**config.mk**
```make
export PLATFORM = sky130hd
export DESIGN_NAME = cpw_div
export DESIGN_NICKNAME = d
export VERILOG_FILES = /design/src/sv/cpw_pkg.sv /design/src/sv/cpw_div.sv
export VERILOG_INCLUDE_DIRS = /design/src /design/src/sv
export SDC_FILE = /design/constraint.sdc
export NUM_CORES = 1
export LEC_CHECK = 0
export BUFFER_PORTS_ARGS = -buffer_cell sky130_fd_sc_hd__buf_2
export CAP_MARGIN = 20
export CORE_MARGIN = 2
export CORE_UTILIZATION = 40
export CTS_CLUSTER_SIZE = 28
export DETAILED_ROUTE_END_ITERATION = 12
export HOLD_SLACK_MARGIN = 0.12
export SLEW_MARGIN = 20
export SYNTH_ARGS = -nofsm -noshare
export SYNTH_HDL_FRONTEND = slang
export SYNTH_SLANG_ARGS = --single-unit
```
**constraint.sdc**
```tcl
create_clock -name i_clk -period 7.98 [get_ports i_clk]
set_input_delay 1.596 -clock i_clk [delete_from_list [all_inputs] [get_ports i_clk]]
set_output_delay 1.596 -clock i_clk [all_outputs]
set_load 0.01 [all_outputs]
```
**src/sv/cyclic_piecewise_waveform_unit_macros.svh**
```systemverilog
// Assertion macros shared by the waveform unit RTL.
`ifndef CYCLIC_PIECEWISE_WAVEFORM_UNIT_MACROS_SVH
`define CYCLIC_PIECEWISE_WAVEFORM_UNIT_MACROS_SVH
`ifndef NO_ASSERTIONS
`define CPW_ASSERT(lbl, clk, rst_n, prop, msg) \
    lbl: assert property (@(posedge clk) disable iff (!rst_n) prop) else $error(msg);
`define CPW_ASSERT_NORST(lbl, clk, prop, msg) \
    lbl: assert property (@(posedge clk) prop) else $error(msg);
`else
`define CPW_ASSERT(lbl, clk, rst_n, prop, msg)
`define CPW_ASSERT_NORST(lbl, clk, prop, msg)
`endif
`endif

```
**src/sv/cpw_pkg.sv**
```systemverilog
`timescale 1ns / 1ps
`default_nettype none
package cpw_pkg;
    localparam int MAX_SEGMENTS = 32;
    localparam int SEG_W        = 5;
    localparam int END_AW       = 6;
    localparam int TIME_W       = 32;
    localparam int LVL_W        = 24;
    localparam int DUR_W        = 24;
    localparam int PD_W         = 17;
    localparam int CNT_W        = 6;
    localparam int DIV_W        = 56;
    localparam int DIV_CNT_W    = 6;

    typedef enum logic [1:0] {
        REG_SEG_COUNT   = 2'd0,
        REG_PHASE_DELAY = 2'd1,
        REG_INTERP_EN   = 2'd2
    } t_reg_idx;

    typedef enum logic {
        FUNC_LOAD = 1'b0,
        FUNC_EVAL = 1'b1
    } t_func;

    typedef enum logic [3:0] {
        S_IDLE, S_LOAD, S_CYC, S_OFS, S_MOD, S_L1, S_L2, S_BSA, S_BSB, S_BSC,
        S_F0, S_F1, S_F2, S_SUB, S_MUL, S_DVS
    } t_state;

    typedef struct packed {
        logic [END_AW-1:0] end_raddr;
        logic              end_we;
        logic [END_AW-1:0] end_waddr;
        logic [TIME_W-1:0] end_wdata;
        logic [SEG_W-1:0]  lvl_raddr;
        logic              lvl_we;
        logic [SEG_W-1:0]  lvl_waddr;
        logic [LVL_W-1:0]  lvl_wdata;
    } t_mem_req;

    typedef struct packed {
        logic [TIME_W-1:0] end_rdata;
        logic [LVL_W-1:0]  lvl_rdata;
    } t_mem_rsp;

    typedef struct packed {
        logic              start;
        logic [DIV_W-1:0]  dividend;
        logic [TIME_W-1:0] divisor;
    } t_div_req;

    typedef struct packed {
        logic              done;
        logic [DIV_W-1:0]  quo;
        logic [TIME_W-1:0] rem;
    } t_div_rsp;
endpackage
`default_nettype wire

```
**src/sv/cpw_div.sv**
```systemverilog
`timescale 1ns / 1ps
`default_nettype none
`include "cyclic_piecewise_waveform_unit_macros.svh"
module cpw_div import cpw_pkg::*; (
    input  wire logic     i_clk,
    input  wire logic     i_rst_n,
    input  wire t_div_req i_req,
    output t_div_rsp      o_rsp
);
    // restoring divider, one quotient bit per cycle
    logic                 r_busy;
    logic                 r_done;
    logic [DIV_CNT_W-1:0] r_cnt;
    logic [DIV_W-1:0]     r_q;
    logic [TIME_W-1:0]    r_r;
    logic [TIME_W-1:0]    r_dvs;
    logic [TIME_W:0]      shifted;
    logic                 fits;

    assign shifted = {r_r, r_q[DIV_W-1]};
    assign fits    = (shifted >= {1'b0, r_dvs});

    always_ff @(posedge i_clk) begin
        if (!i_rst_n) begin
            r_busy <= 1'b0;
            r_done <= 1'b0;
            r_cnt  <= '0;
        end else begin
            r_done <= 1'b0;
            if (i_req.start) begin
                r_busy <= 1'b1;
                r_cnt  <= '0;
            end else if (r_busy) begin
                r_cnt <= r_cnt + 1'b1;
                if (r_cnt == DIV_CNT_W'(DIV_W - 1)) begin
                    r_busy <= 1'b0;
                    r_done <= 1'b1;
                end
            end
        end
    end

    always_ff @(posedge i_clk) begin
        if (i_req.start) begin
            r_q   <= i_req.dividend;
            r_r   <= '0;
            r_dvs <= i_req.divisor;
        end else if (r_busy) begin
            r_q <= {r_q[DIV_W-2:0], fits};
            r_r <= fits ? TIME_W'(shifted - {1'b0, r_dvs}) : shifted[TIME_W-1:0];
        end
    end

    assign o_rsp.done = r_done;
    assign o_rsp.quo  = r_q;
    assign o_rsp.rem  = r_r;

    `CPW_ASSERT(a_div_start_idle, i_clk, i_rst_n, i_req.start |-> !r_busy, "divider restarted while busy")
    `CPW_ASSERT(a_div_done_after_busy, i_clk, i_rst_n, r_done |-> $past(r_busy), "divider done without run")
    `CPW_ASSERT(a_div_busy_not_done, i_clk, i_rst_n, r_busy |-> !r_done, "divider done while busy")
endmodule
`default_nettype wire

```
-- Yosys cells after proc, flatten, opt, wreduce, memory -nomap -nowiden
Index checks and enable logic that the tools add are counted.
W data, S select, Z words.
- bitwise logic cells: 2
- add/subtract/negate cells: 2
- reductions and logical operators: 3
- equality and inequality tests: 1
- $lt $le $gt $ge: 1
- mux-type cells: 7
- operator list (operator ; number):
    $mux W56 ; 2
    $ge A33 B32 Y1 ; 1
    $mux W32 ; 1
    $sub A32 B32 Y32 ; 1
    $add A6 B1 Y6 const B ; 1
    $eq A6 B6 Y1 const B ; 1
    $mux W1 ; 4
    $reduce_or A3 Y1 ; 1
    $not A1 Y1 ; 2
    $reduce_bool A2 Y1 ; 1
    $reduce_or A2 Y1 ; 1
- flip-flop bits (word level): 128
- input port bits: 91
- logic and storage cells: 22

-- Longest topological paths before layout
Gate-level depths: netlist (run 1).
- depth after elaboration: 4
- mapped depth: 12
- gate-level depth less buffers: 11

-- Worst setup path before layout (run 1)
Ideal clock, no wire load.
- kind: input to register
- start point: in i_req[88] in the netlist's numbering
- end point: reg r_q[0] (enable)
- setup slack: 4.085 ns
- stages on the path: 5
- buffers on the path: 3
- arrival time: 3.484 ns
- cell sequence: clkbuf_1 -> clkbuf_1 -> nor2_1 -> clkbuf_1 -> inv_1
- longest elaborated chain between the ends: 1
- ends and longest elaborated chain (what ; RTL line ; text):
    start: declaration ; cpw_div.sv:7 ; input wire t_div_req i_req,
    $reduce_bool A2 Y1 (no source line) ; n/a ;
    end signal: assignment ; cpw_div.sv:45 ; r_q <= i_req.dividend;
    end signal: assignment ; cpw_div.sv:49 ; r_q <= {r_q[DIV_W-2:0], fits};
    end: declaration ; cpw_div.sv:14 ; logic [DIV_W-1:0] r_q;
No other way between the ends.
A chain may end at the register's enable or synchronous reset.

-- Worst setup path in the final report (run 1)
- start point: in i_req[88] in the netlist's numbering
- end point: reg r_q[18] (enable)
Same word-level chain as after synthesis.

==> flow_summary.ini, run 1 <==
[critical_path]
worstReg2RegEnd = r_r[0]
path_class = in2reg
r2r_slack_ps = 4690
crit_path_max_fanout = 56
cp_data_arrival_time_ps = 3500
end_kind = flip-flop
r2r-start = r_r[19]
cp_data_required_time_ps = 7840
rr_worst_depth = 10
critPathLaunchType = primary input

[global_routing]
grt_max_degree = 79
grt_use_met3_pct = 5.93
grt-ovfl-total = 0
met2_usage_pct = 31.2
first_global_vias = 5409
grt_use_met1_pct = 23.3
grt_pass1_wl_um = 27000
antenna_found_initial = 0
busiest_layer = met2
track_usage_pct = 18.8

[timing]
setup_viol = 0
finalSetupTns_ps = 0
fin_crit_sh_pct = 45.6
max_freq_ghz = 0.275
rsz0062_at_grt = false
slew_headroom_pct = 33.9
fin_worst_skew_ps = 12.8
worst_pin_slew_ps = 992
finalHoldViolCount = 0
finalCriticalPeriod_ps = 3640
drv_slew = 0

[worst_hold_path]
hold_depth = 2
hp-start = r_r[31]
hp-class = reg2reg
whs_endpoint = r_r[31]

[cells_and_area]
fillers = 1613
fin_area_um2 = 8610
utilization_pct = 50.1
syn2layout_area_growth_pct = 23.6
nNetsFinal = 915
layout-drive-gt1-share_pct = 35.5
diodes = 0

[place]
io_buffers = 179
routabilityCongestion = 0.801
place_hpwl_um = 12500
placed_area_um2 = 8030

[cts]
cts_setup_buffers = 0
cts.sinks = 128
clockBufferDepth = 2
cts_buffers = 17
ctsHoldBuffers = 0
clock_latency_ps = 430
ctsHtreeMaxLevel = 4
post_cts_resized = 0
cts_root_buf = clkbuf_16
cts_tree = done
clk_pin_slew_ps = 60

[job]
cap_violations = 0

[drt]
drc_errors = 0
drt-initial-drc-count = 281
viasPerCell = 5.26
final_antenna_net_count = 0
wirelength_um = 17100
wl_per_cell_um = 16.7
dr.pass1.iters = 5
routed-via-count = 5405

[die]
rows = 48
die_w_um = 136
die-area_um2 = 18500
fp.dieH_um = 136
ios = 180
core_um2 = 17200
start_util_pct = 40.5

[logic_synthesis]
synthTopCellsByArea = edfxtp_1, dfxtp_1, mux2_2
async_reset_ff_share_pct = 0
netlist_area_um2 = 6960
synthesis.nets = 743
synth_ff_type = edfxtp_1
synth_top_area_share_pct = 38.0
ys_types = 65
ys_ff_latch = 128
yosys-top-cells-count = edfxtp_1, mux2_2, inv_1, nor2_1, dfxtp_1
synth_warnings = 0
synth_top_area_cell = edfxtp_1
yosysSeqAreaShare_pct = 49.5
synth_most_common_cell = edfxtp_1
synth_edf_count = 88
syn_area_per_cell_um2 = 11.3
syn_inst = 618

[power]
pwr_density_cell_nw_per_um2 = 222
ir_worst_vdd_mv = 0.236
power.leakage_nw = 3.89

[status]
status = finished clean
==> cell families (layout without fill, tap and decap cells) <==
logic type,Yosys count,in the layout,synth area share [%]
muxes,78,78,12.2
DFF,128,128,49.5
adders and majority gates,34,34,6.22
and+or+nand+nor,137,137,9.90
AOI/OAI and AO/OA,140,140,14.5
xor gates and xnor gates,27,27,3.40
buffers and inverters,74,259,4.35
==> per-stage QoR <==
step	std cells	hold slack [ps]	setup slack, ps	power, mW
detailed placement	996	493	4180	1.17
global route	1028	537	4070	2.00
global placement	996	466	4300	1.17
floorplan	618	458	4090	1.05
CTS	1028	511	4660	1.93
finish	1028	513	4340	1.91
==> critical path: stages <==
cell and delay (ps):
buf_4 260, nor2_1 620, clkinv_2 970
==> sequential cells by signal (all words and copies together), names as in the netlist <==
register	flops
r_r	32
r_q	56
r_cnt	6
r_dvs	32
r_busy	1
r_done	1
==> layer usage <==
layer,vias up,share of wire [%]
met1,2579,45
met2,154,47
li1,2652,-
met4,0,1.8
met3,20,6.3
met5,-,0
==> worst max-delay path by stage <==
stage | startpoint | end | depth (start not counted)
2_1_floorplan | i_req[88] | r_q[0] | 5
3_3_place_gp | i_req[88] | r_q[50] | 3
3_5_place_dp | i_req[88] | r_r[19] | 5
4_1_cts | i_req[88] | r_q[14] | 3
5_1_grt | i_req[88] | r_q[55] | 3
6_report | i_req[88] | r_q[18] | 3
==> power by group <==
| part | internal (mW) | leakage, nW | switching (mW) | total, mW |
|---|---|---|---|---|
| clock | 0.437 | 0.275 | 0.319 | 0.755 |
| sequential | 0.775 | 1.20 | 0.0325 | 0.808 |
| combinational | 0.156 | 2.41 | 0.195 | 0.351 |
| total | 1.37 | 3.89 | 0.546 | 1.91 |
==> layout make-up <==
class | count | area (um^2) | area share (%)
inverter | 45 | 170 | 1.98
multi-input combinational | 416 | 3220 | 37.4
clock inverter | 15 | 148 | 1.72
clock buffer | 17 | 425 | 4.94
sequential | 128 | 3440 | 40.0
tap | 225 | 282 | 3.27
timing repair buffer | 182 | 921 | 10.7
==> placed cells by master (no fill, tap or decap), types with 4 or more instances in the layout <==
cell type / n
a21oi_1: 30
nand2_1: 30
buf_4: 4
nor2b_1: 7
a211oi_1: 27
nand4b_1: 5
edfxtp_1: 88
inv_6: 6
dfxtp_1: 39
clkinv_4: 4
ha_1: 33
xnor2_1: 16
nor3_1: 8
nand3_1: 9
mux2_2: 56
o21ai_1: 4
buf_2: 178
a21o_1: 16
inv_1: 44
and3_1: 4
xor2_1: 11
o21ai_0: 12
or3_1: 5
nor2_1: 45
mux2i_1: 22
o211ai_1: 7
clkbuf_16: 17
nand4_1: 7
o21a_1: 7
Power figures use the tool's default switching activity.
==> run 2, diff against run 1 <==
==> constraint.sdc (replaced) <==
create_clock -name i_clk -period 3.5 [get_ports i_clk]
set_input_delay 0.7 -clock i_clk [delete_from_list [all_inputs] [get_ports i_clk]]
set_output_delay 0.7 -clock i_clk [all_outputs]
set_load 0.01 [all_outputs]
==> run 2 against run 1 <==
Compared with the run above:
- cell area is 0.74% higher
- via count hardly changed
- power is 130% higher
- setup slack worse by 4000 ps
==> flow_summary.ini, run 2 (synthesized netlist as in run 1, its figures left out) <==
[status]
status = finished clean

[critical_path]
cp_data_required_time_ps = 3840
path_buf_inv = 2
path_class = reg2reg
end_kind = flip-flop
rr_worst_depth = 11
critical_path_depth = 11
crit_path_cell_trace = inv_1 > ha_1 > nand4_2 > or3_4 > o22ai_1 > a2111oi_4 > nor2_4 > a31oi_4 > buf_4 > or3_1 > a311oi_2
critPathLaunchType = flip-flop
crit_path_max_fanout = 13
worst_path_max_delay_cell = ha_1
cp_data_arrival_time_ps = 3480
critPathMaxStageDelay_ps = 430
cp_top_family = simple AND/OR/NAND/NOR gates

[cells_and_area]
largest_reg_flops = 56
fillers = 1622
layout-drive-gt1-share_pct = 36.0
stdcell_count = 1037
multiInputGateArea_um2 = 3220
seqCellArea_um2 = 3440
nNetsFinal = 921
mostFrequentLayoutCell = buf_2
reg_top3 = r_q: 56 flops, r_dvs: 32 flops, r_r: 32 flops
syn2layout_area_growth_pct = 24.5
regMostFlops = r_q
final_cell_mix = buf_2, edfxtp_1, mux2_2
utilization_pct = 50.5

[timing]
fin_worst_skew_ps = 17.2
hold_ws_ps = 433
slew_headroom_pct = 50.9
finalCriticalPeriod_ps = 3130
fin_crit_sh_pct = 89.6
finalSetupTns_ps = 0
finalHoldViolCount = 0
rsz0062_at_grt = false
setup_viol = 0
max_freq_ghz = 0.319
worst_pin_slew_ps = 737
drv_slew = 0

[cts]
cts_tree = done
clockBufferDepth = 2
post_cts_resized = 0
clock_latency_ps = 440
cts_root_buf = clkbuf_16
clk_pin_slew_ps = 60
cts_buffers = 17
ctsHtreeMaxLevel = 4
cts_setup_buffers = 0
ctsHoldBuffers = 0
cts.sinks = 128

[die]
die-area_um2 = 18500
core_um2 = 17200
die_w_um = 136
start_util_pct = 40.5
fp.dieH_um = 136
rows = 48
ios = 180

[global_routing]
track_usage_pct = 19.3
grt_max_degree = 62
grt-ovfl-total = 0
first_global_vias = 5415
antenna_found_initial = 3
grt_pass1_wl_um = 27700

[power]
ir_worst_vdd_mv = 0.381
power.leakage_nw = 3.92
pwr_density_cell_nw_per_um2 = 507
fin_total_pwr_mw = 4.39

[drt]
routed-via-count = 5401
drt-initial-drc-count = 410
wl_per_cell_um = 16.8
drc_errors = 0
viasPerCell = 5.21
dr.pass1.iters = 6
final_antenna_net_count = 0
wirelength_um = 17400

[place]
placedCellCount = 1002
place_hpwl_um = 12800
io_buffers = 179
routabilityCongestion = 0.875

[job]
cap_violations = 0

[worst_hold_path]
hold_depth = 1
hp-class = in2reg
## run 2: worst register-to-register path, delay by kind of cell (launching register included)
| kind | cells | cell delay, ps |
|---|---|---|
| buf+inv | 2 | 290 |
| fa+ha+maj | 1 | 430 |
| simple gates | 4 | 1190 |
| flops | 1 | 330 |
| compound gates | 4 | 810 |
## run 2: path summary, 6_finish.rpt
path                                 from         to  slack [ps]
worst max-delay path            r_dvs[18]    r_r[11]         370
worst min-delay path            i_req[15]  r_dvs[15]         430
worst max register to register  r_dvs[18]    r_r[11]         370
worst min register to register    r_r[12]    r_r[12]         520
## run 2: metrics by stage
step | instance area, um^2 | setup WS, ps
after global routing | 8670 | 165
after global placement | 8090 | 474
final | 8670 | 366
after detailed placement | 8090 | 378
after CTS | 8660 | 334
after floorplan | 6960 | 501
## run 2: layer usage
| layer | wire length (um) | vias up | global-route usage, % |
|---|---|---|---|
| li1 | - | 2667 | - |
| met1 | 7550 | 2543 | 24.5 |
| met2 | 8260 | 167 | 30.5 |
| met3 | 1210 | 24 | 6.08 |
| met4 | 382 | 0 | 8.10 |
| met5 | 0 | - | 0 |
## run 2: layout make-up
type | instances | share of cell area (%)
diodes | 3 | 0.0866
clock buffers | 17 | 4.91
clock inverters | 15 | 1.70
inverters | 45 | 1.95
multi-input cells | 416 | 37.1
flip-flops and latches | 128 | 39.7
well taps | 225 | 3.25
repair buffers | 188 | 11.3
## run 2: power by group
| group | total (mW) | switching, mW | internal (mW) |
|---|---|---|---|
| Sequential | 1.84 | 0.0786 | 1.77 |
| Combinational | 0.802 | 0.442 | 0.361 |
| Clock | 1.75 | 0.749 | 0.998 |
| Total | 4.39 | 1.27 | 3.12 |
==> run 3, diff against run 2 <==
--- a/config.mk
+++ b/config.mk
@@ -8,7 +8,6 @@
 export LEC_CHECK = 0
 export BUFFER_PORTS_ARGS = -buffer_cell sky130_fd_sc_hd__buf_2
 export CAP_MARGIN = 20
-export CORE_MARGIN = 2
 export CORE_UTILIZATION = 40
 export CTS_CLUSTER_SIZE = 28
 export DETAILED_ROUTE_END_ITERATION = 12
==> constraint.sdc (replaced) <==
create_clock -name i_clk -period 3.1 [get_ports i_clk]
set_input_delay 0.62 -clock i_clk [delete_from_list [all_inputs] [get_ports i_clk]]
set_output_delay 0.62 -clock i_clk [all_outputs]
set_load 0.01 [all_outputs]
==> run 3 against run 2 <==
Compared with the run above:
- register-to-register slack lost 230 ps
- critical endpoint unchanged
- largest cell class unchanged
- critical path type unchanged
- global-route usage rose by 1.4 points
- clock skew fell by 1.5 ps
- via count is 3.1% higher
- cell count increased by 1.9%
- wire length up 4.6%
- clock power increased by 22%
==> flow_summary.ini, run 3 (synthesized netlist as in run 1, its figures left out) <==
[status]
status = finished clean

[cts]
clock_latency_ps = 430
cts_tree = done
cts_root_buf = clkbuf_16
clockBufferDepth = 2
cts_buffers = 17
clk_pin_slew_ps = 60
cts.sinks = 128
ctsHtreeMaxLevel = 4

[place]
io_buffers = 179
routabilityCongestion = 0.922
preCtsSetupSlack_ps = 15.5
placedCellCount = 1017
placed_area_um2 = 8250
place_hpwl_um = 13300

[timing]
finalHoldViolCount = 0
fin_crit_sh_pct = 95.6
slew_headroom_pct = 51.2
hold_ws_ps = 372
finalCriticalPeriod_ps = 2960
max_freq_ghz = 0.338
worst_pin_slew_ps = 732
fin_worst_skew_ps = 15.7
drv_slew = 0
setup_viol = 0
finalSetupTns_ps = 0
setup_slack_ps = 137

[die]
rows = 47
start_util_pct = 41.5
die_w_um = 134
fp.dieH_um = 134
core_um2 = 16800
ios = 180
die-area_um2 = 17900

[drt]
viasPerCell = 5.27
wl_per_cell_um = 17.2
dr.pass1.iters = 5
routed-via-count = 5567
drt-initial-drc-count = 303
drc_errors = 0
final_antenna_net_count = 0
wirelength_um = 18200

[cells_and_area]
syn2layout_area_growth_pct = 29.4
reg_top3 = r_q: 56 flops, r_dvs: 32 flops, r_r: 32 flops
fin_area_um2 = 9010
utilization_pct = 53.8
mostFrequentLayoutCell = buf_2
layout-drive-gt1-share_pct = 39.4
fillers = 1484
stdcell_count = 1057
regMostFlops = r_q
nNetsFinal = 948
largest_reg_flops = 56
final_cell_mix = buf_2, edfxtp_1, mux2_2

[power]
fin_total_pwr_mw = 5.19
pwr_density_cell_nw_per_um2 = 576
power.leakage_nw = 4.10
ir_worst_vdd_mv = 0.376

[global_routing]
grt_pass1_wl_um = 28900
track_usage_pct = 20.8
grt_max_degree = 57
first_global_vias = 5779
antenna_found_initial = 2
grt-ovfl-total = 0

[critical_path]
crit_path_max_fanout = 13
end_kind = flip-flop
cp_data_required_time_ps = 3430
cp_data_arrival_time_ps = 3290
critPathLaunchType = flip-flop
path_class = reg2reg

[job]
cap_violations = 0

[worst_hold_path]
hp-class = in2reg
run 3: cell count changes in the layout (fill, tap and decap cells not counted), moves of 2 or more:
cell / before / now
a211oi_1: 27 / 25
a21oi_1: 30 / 28
o21ai_1: 4 / 7
a211oi_2: 0 / 2
a21oi_2: 1 / 3
ha_1: 33 / 30
diode_2: 3 / 1
clkbuf_16: 17 / 19
ha_2: 0 / 3
bufinv_16: 1 / 3
o21ai_0: 12 / 9
buf_4: 9 / 33
run 3: layer usage:
layer  GRT usage [%]  share of wire (%)  vias up
met5               0              0.093        -
met4            7.26                1.2        2
met3            7.41                6.9       18
met2            34.6                 49      180
met1            24.6                 43     2660
li1                -                  -     2707
run 3: layout make-up:
cell class                 instances  area, um^2  area share [%]
timing repair buffer             215        1230            13.6
antenna                            1        2.50          0.0278
tap                              220         275            3.05
sequential                       128        3450            38.2
clock buffer                      19         443            4.91
multi-input combinational        416        3270            36.3
inverter                          45         169            1.87
clock inverter                    13         178            1.97
run 3: power by group:
part           internal, mW  total [mW]  switching (mW)
sequential             1.99        2.09          0.0915
combinational         0.448       0.973           0.525
clock                  1.31        2.13           0.824
total                  3.75        5.19            1.44
run 3: path summary, 6_finish.rpt:
path	from	end	slack, ps	depth (start not counted)
worst max-delay path	r_dvs[20]	r_r[11]	140	12
worst min-delay path	i_req[26]	r_dvs[26]	370	1
worst max register to register	r_dvs[20]	r_r[11]	140	12
worst min register to register	r_cnt[5]	r_cnt[5]	500	2
run 3: worst max-delay path, cell delays in order, from the launching register on:
cell	delay, ps
edfxtp_1	330
inv_1	50
ha_2	390
nand4_2	130
or3_4	380
and3b_2	290
a2111oi_4	60
nor2_4	180
a31oi_4	110
buf_4	170
buf_12	140
or3_1	390
a311oi_2	250
run 3: timing repair:
item                                    in CTS  in global routing
buffers inserted                             0                  5
hold buffers                                 0                  0
endpoints found under the setup margin       2                 11
pin swaps                                    0                  3
gates cloned                                 0                  2
gates resized for setup                      2                 14
